$ cat src/rtl/slt_pkg.sv
// Shared types and constants for the sorted list table.
// Used by the channel interfaces, the entry memory and the sequencer.
package slt_pkg;

  localparam int CAPACITY = 16;
  localparam int IDX_W = $clog2(CAPACITY);
  localparam int CNT_W = $clog2(CAPACITY + 1);
  localparam int DATA_W = 32;
  localparam int OP_W = 2;
  localparam int ST_W = 2;
  localparam int POS_W = 4;
  localparam int OCC_W = 5;

  typedef enum logic [OP_W-1:0] {
    OP_SEARCH = 2'd0,
    OP_INSERT = 2'd1,
    OP_DELETE = 2'd2
  } op_t;

  typedef enum logic [ST_W-1:0] {
    ST_OK = 2'd0,
    ST_NOT_FOUND = 2'd1,
    ST_FULL = 2'd2,
    ST_EMPTY = 2'd3
  } status_t;

  typedef enum logic [2:0] {
    S_IDLE,
    S_READ,
    S_CMP,
    S_SH_RD,
    S_SH_WR,
    S_PUT,
    S_DONE
  } state_t;

  typedef struct packed {
    logic we;
    logic [IDX_W-1:0] waddr;
    logic [DATA_W-1:0] wdata;
    logic [IDX_W-1:0] raddr;
  } ram_req_t;

endpackage

$ cat src/rtl/slt_if.sv
// Valid/ready channel interfaces for commands and results.
// Depends on slt_pkg for the field widths.
interface slt_cmd_if import slt_pkg::*; ();
  logic valid;
  logic ready;
  logic [OP_W-1:0] operation;
  logic signed [DATA_W-1:0] value;

  modport source (output valid, operation, value, input ready);
  modport sink (input valid, operation, value, output ready);
endinterface

interface slt_rsp_if import slt_pkg::*; ();
  logic valid;
  logic ready;
  logic [ST_W-1:0] status;
  logic [POS_W-1:0] position;
  logic [OCC_W-1:0] occupancy;

  modport source (output valid, status, position, occupancy, input ready);
  modport sink (input valid, status, position, occupancy, output ready);
endinterface

$ cat src/rtl/slt_ram.sv
// Entry memory: one write port and one registered read port.
// Depends on slt_pkg for the request struct and depth.
module slt_ram import slt_pkg::*; (
  input  logic clk,
  input  ram_req_t req,
  output logic [DATA_W-1:0] rdata
);

  logic [DATA_W-1:0] mem [CAPACITY];

  always_ff @(posedge clk) begin
    if (req.we) begin
      mem[req.waddr] <= req.wdata;
    end
    rdata <= mem[req.raddr];
  end

endmodule

$ cat src/rtl/slt_ctrl.sv
// Sequencer that scans, shifts and updates the entry memory one entry at a time.
// Depends on slt_pkg and the channel interfaces; drives slt_ram.
module slt_ctrl import slt_pkg::*; (
  input  logic clk,
  input  logic rst,
  slt_cmd_if.sink cmd,
  slt_rsp_if.source rsp,
  output ram_req_t ram_req,
  input  logic [DATA_W-1:0] rdata
);

  state_t state, state_next;
  logic [OP_W-1:0] op_q, op_q_next;
  logic signed [DATA_W-1:0] value_q, value_q_next;
  logic [IDX_W-1:0] idx, idx_next;
  logic [IDX_W-1:0] ptr, ptr_next;
  logic [IDX_W-1:0] at, at_next;
  logic [CNT_W-1:0] count, count_next;
  logic [ST_W-1:0] status_q, status_q_next;
  logic [POS_W-1:0] pos_q, pos_q_next;
  logic last;
  logic is_insert;

  always_ff @(posedge clk) begin
    if (rst) begin
      state <= S_IDLE;
      count <= '0;
    end else begin
      state <= state_next;
      count <= count_next;
    end
    op_q <= op_q_next;
    value_q <= value_q_next;
    idx <= idx_next;
    ptr <= ptr_next;
    at <= at_next;
    status_q <= status_q_next;
    pos_q <= pos_q_next;
  end

  assign last = ((CNT_W'(idx) + CNT_W'(1)) == count);
  assign is_insert = (op_q == OP_INSERT);

  always_comb begin
    state_next = state;
    op_q_next = op_q;
    value_q_next = value_q;
    idx_next = idx;
    ptr_next = ptr;
    at_next = at;
    count_next = count;
    status_q_next = status_q;
    pos_q_next = pos_q;
    ram_req.we = 1'b0;
    ram_req.waddr = ptr;
    ram_req.wdata = rdata;
    ram_req.raddr = idx;
    cmd.ready = (state == S_IDLE);
    rsp.valid = (state == S_DONE);
    rsp.status = status_q;
    rsp.position = pos_q;
    rsp.occupancy = OCC_W'(count);

    case (state)
      S_IDLE: begin
        if (cmd.valid) begin
          op_q_next = cmd.operation;
          value_q_next = cmd.value;
          idx_next = '0;
          pos_q_next = '0;
          case (cmd.operation)
            OP_SEARCH, OP_DELETE: begin
              if (count == '0) begin
                status_q_next = ST_EMPTY;
                state_next = S_DONE;
              end else begin
                state_next = S_READ;
              end
            end
            OP_INSERT: begin
              if (count == CNT_W'(CAPACITY)) begin
                status_q_next = ST_FULL;
                state_next = S_DONE;
              end else if (count == '0) begin
                at_next = '0;
                state_next = S_PUT;
              end else begin
                state_next = S_READ;
              end
            end
            default: begin
              status_q_next = ST_NOT_FOUND;
              state_next = S_DONE;
            end
          endcase
        end
      end
      S_READ: begin
        state_next = S_CMP;
      end
      S_CMP: begin
        if (is_insert) begin
          if ($signed(rdata) > value_q) begin
            at_next = idx;
            ptr_next = count[IDX_W-1:0];
            state_next = S_SH_RD;
          end else if (last) begin
            at_next = count[IDX_W-1:0];
            state_next = S_PUT;
          end else begin
            idx_next = idx + IDX_W'(1);
            state_next = S_READ;
          end
        end else if (rdata == value_q) begin
          status_q_next = ST_OK;
          pos_q_next = POS_W'(idx);
          if (op_q == OP_DELETE && !last) begin
            ptr_next = idx;
            state_next = S_SH_RD;
          end else begin
            if (op_q == OP_DELETE) begin
              count_next = count - CNT_W'(1);
            end
            state_next = S_DONE;
          end
        end else if (last) begin
          status_q_next = ST_NOT_FOUND;
          state_next = S_DONE;
        end else begin
          idx_next = idx + IDX_W'(1);
          state_next = S_READ;
        end
      end
      S_SH_RD: begin
        ram_req.raddr = is_insert ? (ptr - IDX_W'(1)) : (ptr + IDX_W'(1));
        state_next = S_SH_WR;
      end
      S_SH_WR: begin
        ram_req.we = 1'b1;
        if (is_insert) begin
          ptr_next = ptr - IDX_W'(1);
          state_next = ((ptr - IDX_W'(1)) == at) ? S_PUT : S_SH_RD;
        end else begin
          ptr_next = ptr + IDX_W'(1);
          if ((CNT_W'(ptr) + CNT_W'(2)) == count) begin
            count_next = count - CNT_W'(1);
            state_next = S_DONE;
          end else begin
            state_next = S_SH_RD;
          end
        end
      end
      S_PUT: begin
        ram_req.we = 1'b1;
        ram_req.waddr = at;
        ram_req.wdata = value_q;
        count_next = count + CNT_W'(1);
        status_q_next = ST_OK;
        pos_q_next = POS_W'(at);
        state_next = S_DONE;
      end
      S_DONE: begin
        if (rsp.ready) begin
          state_next = S_IDLE;
        end
      end
      default: begin
        state_next = S_IDLE;
      end
    endcase
  end

endmodule

$ cat src/rtl/sorted_list_table.sv
// Top level of the sorted list table: a sequencer and a 16-entry memory.
// Depends on slt_pkg, slt_if, slt_ram and slt_ctrl.
//
// Usage: commands arrive on the cmd channel (operation, value) and each one
// produces exactly one item on the rsp channel (status, position, occupancy).
// Operation 0 searches, 1 inserts in ascending signed order after any equal
// entries, 2 deletes the first equal entry. Code 3 changes nothing.
// The block works on one command at a time: cmd.ready is high only when it
// is idle, and it stays low until the result item has been taken.
// Timing: every stored entry examined takes a memory read state, then a
// compare state, and every entry moved by an insert or delete takes a read
// state, then a write-back state, through the memory's single read port. An
// insert adds a final state to write the new value. Rejections such as an
// empty or full table answer in the cycle after acceptance. When rsp.ready
// is high, the block goes from the result state back to idle and accepts
// the next command there.
// The result holds on rsp while rsp.ready is low; nothing else is lost.
// Reset (rst, synchronous) empties the table at once; memory contents are
// never read before they are written, so no clearing pass is needed.
module sorted_list_table import slt_pkg::*; (
  input  logic clk,
  input  logic rst,
  slt_cmd_if.sink cmd,
  slt_rsp_if.source rsp
);

  ram_req_t ram_req;
  logic [DATA_W-1:0] rdata;

  slt_ctrl u_ctrl (
    .clk     (clk),
    .rst     (rst),
    .cmd     (cmd),
    .rsp     (rsp),
    .ram_req (ram_req),
    .rdata   (rdata)
  );

  slt_ram u_ram (
    .clk   (clk),
    .req   (ram_req),
    .rdata (rdata)
  );

endmodule
$ cat src/flat_wrapper.sv
// flat-port wrapper written by rule: the top's interface ports become plain ports
module sorted_list_table_flat import slt_pkg::*;
  (clk, rst, cmd_valid, cmd_operation, cmd_value, cmd_ready, rsp_valid, rsp_status, rsp_position, rsp_occupancy, rsp_ready);
  slt_cmd_if cmd_i ();
  slt_rsp_if rsp_i ();
  input  logic clk;
  input  logic rst;
  input wire logic [$bits(cmd_i.valid)-1:0] cmd_valid;
  input wire logic [$bits(cmd_i.operation)-1:0] cmd_operation;
  input wire logic [$bits(cmd_i.value)-1:0] cmd_value;
  output wire logic [$bits(cmd_i.ready)-1:0] cmd_ready;
  output wire logic [$bits(rsp_i.valid)-1:0] rsp_valid;
  output wire logic [$bits(rsp_i.status)-1:0] rsp_status;
  output wire logic [$bits(rsp_i.position)-1:0] rsp_position;
  output wire logic [$bits(rsp_i.occupancy)-1:0] rsp_occupancy;
  input wire logic [$bits(rsp_i.ready)-1:0] rsp_ready;
  assign cmd_i.valid = cmd_valid;
  assign cmd_i.operation = cmd_operation;
  assign cmd_i.value = cmd_value;
  assign cmd_ready = cmd_i.ready;
  assign rsp_valid = rsp_i.valid;
  assign rsp_status = rsp_i.status;
  assign rsp_position = rsp_i.position;
  assign rsp_occupancy = rsp_i.occupancy;
  assign rsp_i.ready = rsp_ready;
  sorted_list_table u_core (.clk(clk), .rst(rst), .cmd(cmd_i), .rsp(rsp_i));
endmodule
$ cat config.mk
export PLATFORM = sky130hd
export DESIGN_NAME = sorted_list_table_flat
export DESIGN_NICKNAME = d
export VERILOG_FILES = /design/src/rtl/slt_pkg.sv /design/src/rtl/slt_if.sv /design/src/rtl/slt_ram.sv /design/src/rtl/slt_ctrl.sv /design/src/rtl/sorted_list_table.sv /design/src/flat_wrapper.sv
export SDC_FILE = /design/constraint.sdc
export NUM_CORES = 1
export LEC_CHECK = 0
export CAP_MARGIN = 10
export CORE_ASPECT_RATIO = 1.25
export CORE_UTILIZATION = 50
export CTS_CLUSTER_DIAMETER = 80
export CTS_CLUSTER_SIZE = 25
export DETAILED_ROUTE_END_ITERATION = 7
export DONT_BUFFER_PORTS = 1
export PLACE_DENSITY = 0.75
export SLEW_MARGIN = 5
export SYNTH_ARGS = -nofsm -noshare
export SYNTH_HDL_FRONTEND = slang
export SYNTH_SLANG_ARGS = --single-unit
$ cat constraint.sdc
create_clock -name clk -period 4.3 [get_ports clk]
set_input_delay 0.43 -clock clk [delete_from_list [all_inputs] [get_ports clk]]
set_output_delay 0.43 -clock clk [all_outputs]
set_load 0.01 [all_outputs]
==> results.md <==
- The flow ran to the end, and the final reports show no timing, DRC or antenna violations.
- Setup repair after global routing left no endpoint under its margin.
- The transition time at the pin with the least slew margin is 1200 ps.
- The total setup violations reported at the end of the flow is 0.
- The routed layout has 15500 vias.
- No sink is reached through more buffers than the 3 on the longest clock path.
- The net count after synthesis is between 1500 and 2000.
- The sequential cell area fraction in the yosys report is 70.4%.
- CTS built an H-tree with a depth of 1.
- 51 I/O pins were placed.
- The initial antenna violation count is 0.
- The highest ir drop seen on vdd is roughly 0.54 mV.
- The gate count of the mapped netlist is 1879.
- At the end of routability-driven placement, the weighted congestion stood at 0.884.
- The static leakage is 9.18 nW.
- In the final routed layout, each cell accounts on average for between 20 and 25 µm.
- The setup TNS after final layout is 0 ps.
- The highest fanout seen on the critical path is 8.
- The number of hold-slack violations in the final timing report is 0.
- The overall die area is a little over 0.05 mm².
- After global routing the overflow that remains totals 0.
- The headroom to the max-slew limit is 19.6%.
- The share of layout cells above drive strength 1 is roughly 7.8%.
- The total power divided by cell area is just over 700 mW/mm².
- Among all flip-flop cells after synthesis, the most frequent one is edfxtp_1.
- The period utilization is about nine tenths.
- The floorplan has 91 rows.
- Global routing consumed, over all layers together, between 20 and 25% of the routing resources.
- The type of destination of the critical path is a flop.
- The first global-routing pass estimated a little under 90000 µm of wire.
- The post-route non-filler standard cell count is 2566.
- The total count of max-transition violations in the final report is 0.
- The cell area that synthesis handed to floorplanning was 0.0252 mm².
- The wire-length estimate of the detail-placed layout is 34800 µm.
- The via count of the first global-routing pass is 15200.
- The post-route antenna net violation count is 0.
- The fmax is about 260 MHz.
- The via density per instance is 6.03.
- For this run, design rule violations remaining after detail routing come to 0.
- The post-placement cell count is around 2500.
- The number of buffers created by CTS is 29.
- The clock net in this run drives a total of 604 sinks.
- The y dimension of the die is 253 µm.
- The class of the tightest hold or removal check is input port to flop.
- A synthesized cell averages 13.4 µm².
- Across the run, the number of max-cap violations was 0.
- After the first detailed-routing iteration, the DRC count stood at approximately 1700.
- The final layout contains routed wiring with a total length of 57200 µm.
- Compared with the post-synthesis result, the final layout area differs by 9.51%.
- The total of buffers placed on input and output ports is 0.
- The clock arrives with 24.9 ps of skew.
- The time the final worst path needs with I/O delays and setup is between 3000 and 4000 ps.
- The repair_antennas step left the layout with diodes totalling 0.
- The die width is 203 µm.
- The library cell used as clock root buffer is clkbuf_16.
- The arrival time reported for the critical path endpoint is 4140 ps.
- The clock-pin slew on the worst setup and hold paths is 90 ps.
- The number of storage elements in the synthesis netlist is 604.
- The final net count is 1973.
- The count of cells resized by post-cts repair is 0.
- The worst setup path is launched from a flop.
- The placeable core region is slightly below 0.05 mm².
- The initial core utilization is between 50% and 60%.
- The pin count of the biggest net entering global routing is 108.
- The type of the worst setup path is flop to flop.
- The number of warnings issued by yosys is 0.
- The data required time of the worst path is 4610 ps.
- The first-pass iteration count of the detailed router is 7.
- The setup slack of the most critical reg-to-reg path is 470 ps.
- The number of synthesized flops with an enable pin is 564.
- The async set or reset register ratio after synthesis is 0%.
- The number of distinct library cells after synthesis is 58.
- Clock latency on the worst-skew pair, taken at its later pin, is 610 ps.
- TritonCTS built the clock tree.
registers in the layout, summed over array words and instances (netlist names):
register                     cells
u_core.u_ctrl.at                 4
u_core.u_ctrl.idx                4
u_core.u_ctrl.op_q               2
u_core.u_ctrl.ptr                4
u_core.u_ctrl.rsp.occupancy      5
u_core.u_ctrl.rsp.position       4
u_core.u_ctrl.rsp.status         2
u_core.u_ctrl.state              3
u_core.u_ctrl.value_q           32
u_core.u_ram.mem               512
u_core.u_ram.rdata              32
layout by cell type (no fill, tap or decap), types with 2 or more instances in the layout:
cell           Yosys  routed
o22ai_1            3       3
nor4_1             4       4
o21ai_0           45      35
nor2b_1            6       6
nor2_4             0      16
and2_0            12      12
and2_1           119     118
a21oi_4            1       3
a21oi_1           95      93
a211oi_1         133     133
edfxtp_1         564     564
dlygate4sd3_1      0      35
nand4_1           12      12
nand2b_1           5       5
a311oi_1          64      64
a21o_1             5       5
dfxtp_1           40      40
nand2_1          314     314
xor2_1             8       8
buf_4              2      68
a31oi_1           74      74
nand3_1            7       7
clkbuf_1          88      17
inv_1             42      41
mux2i_1           46      43
clkinv_4           0       3
o211ai_1           8       8
nor2_1            44      28
buf_12             0      10
xnor2_1           18      18
or3_1              2       2
o31ai_1            2       2
o21ai_1            1      10
a2111oi_0          2       2
mux2i_4            0       3
ha_1              41      41
clkbuf_16          0      29
nor3_1             9       9
through the flow:
step	hold slack (ps)	utilization [%]	power [mW]	instance area (µm²)	setup WS (ps)
final	22.6	55.7	19.4	27600	472
after global routing	27.6	55.7	20.4	27600	238
after CTS	6.79	55.7	19.4	27600	499
after detailed placement	507	53.2	16.4	26400	529
after global placement	504	53.2	16.1	26400	564
after floorplan	529	-	13.6	25200	1040
report_power, final:
group	switching [mW]	internal, mW	total (mW)
combinational	5.23	2.55	7.78
sequential	0.438	8.07	8.51
clock	1.77	1.35	3.12
final timing paths:
path,startpoint,endpoint,cells after the start
worst max-delay path,u_core.u_ctrl.value_q[31]$_DFFE_PP_,u_core.u_ctrl.idx[3]$_SDFFCE_PN0P_,9
worst min-delay path,rst,u_core.u_ctrl.state[2]$_SDFFE_PP0P_,2
worst max register to register,u_core.u_ctrl.value_q[31]$_DFFE_PP_,u_core.u_ctrl.idx[3]$_SDFFCE_PN0P_,9
worst min register to register,u_core.u_ctrl.rsp.occupancy[4]$_SDFFE_PP0P_,u_core.u_ctrl.rsp.occupancy[4]$_SDFFE_PP0P_,2
area by class of cell:
| class | instances | area, µm² |
|---|---|---|
| Tap cell | 651 | 815 |
| Clock inverter | 7 | 83.8 |
| Multi-Input combinational cell | 1103 | 6940 |
| Sequential cell | 604 | 17700 |
| Inverter | 42 | 158 |
| Fill cell | 3906 | 21900 |
| Clock buffer | 46 | 790 |
| Timing Repair Buffer | 113 | 1060 |
what timing repair did:
action | 4_1_cts | 5_1_grt
buffers inserted | 0 | 0
endpoints found under the hold margin | 40 | 0
hold buffers | 35 | 0
Yosys cell counts, drive strengths merged (5+ instances only):
cell | count | area (µm²)
edfxtp | 564 | 16900
nand2 | 314 | 1180
a211oi | 133 | 998
and2 | 131 | 820
a21oi | 97 | 500
clkbuf | 89 | 335
a31oi | 74 | 463
a311oi | 64 | 561
mux2i | 46 | 460
o21ai | 46 | 230
nor2 | 44 | 165
inv | 42 | 158
buf | 41 | 203
ha | 41 | 513
dfxtp | 40 | 801
xnor2 | 18 | 158
nand4 | 13 | 96.3
nor3 | 10 | 55.1
o211ai | 8 | 60.1
xor2 | 8 | 70.1
nand3 | 7 | 35.0
a21o | 6 | 46.3
nor2b | 6 | 37.5
nand2b | 5 | 31.3
metal layers:
| layer | part of all wire (%) | wire (µm) | up-vias | track usage [%] |
|---|---|---|---|---|
| met5 | 0 | 0 | - | 0 |
| met4 | 3.0 | 1730 | 0 | 7.18 |
| met3 | 6.9 | 3960 | 107 | 2.68 |
| met2 | 49 | 27900 | 584 | 37.2 |
| met1 | 41 | 23600 | 7689 | 30.6 |
| li1 | - | - | 7092 | - |
cell families after synthesis:
kind of cell    count (synthesis)  synth area share (%)
compound gates                446                  11.9
simple gates                  543                  10.0
xor+xnor                       26                 0.904
flops                         604                  70.4
fa+ha+maj                      42                  2.12
buf+inv                       172                  2.76
mux                            46                  1.83
critical path, stage by stage (launching register included):
cell and delay (ps):
edfxtp_1 360, inv_1 70, ha_1 590, nand4_4 200, nor4_1 680, o21ai_0 360
nand4_1 430, o211ai_1 150, o21ai_1 370, a31oi_1 300
Power figures use the tool's default switching activity.
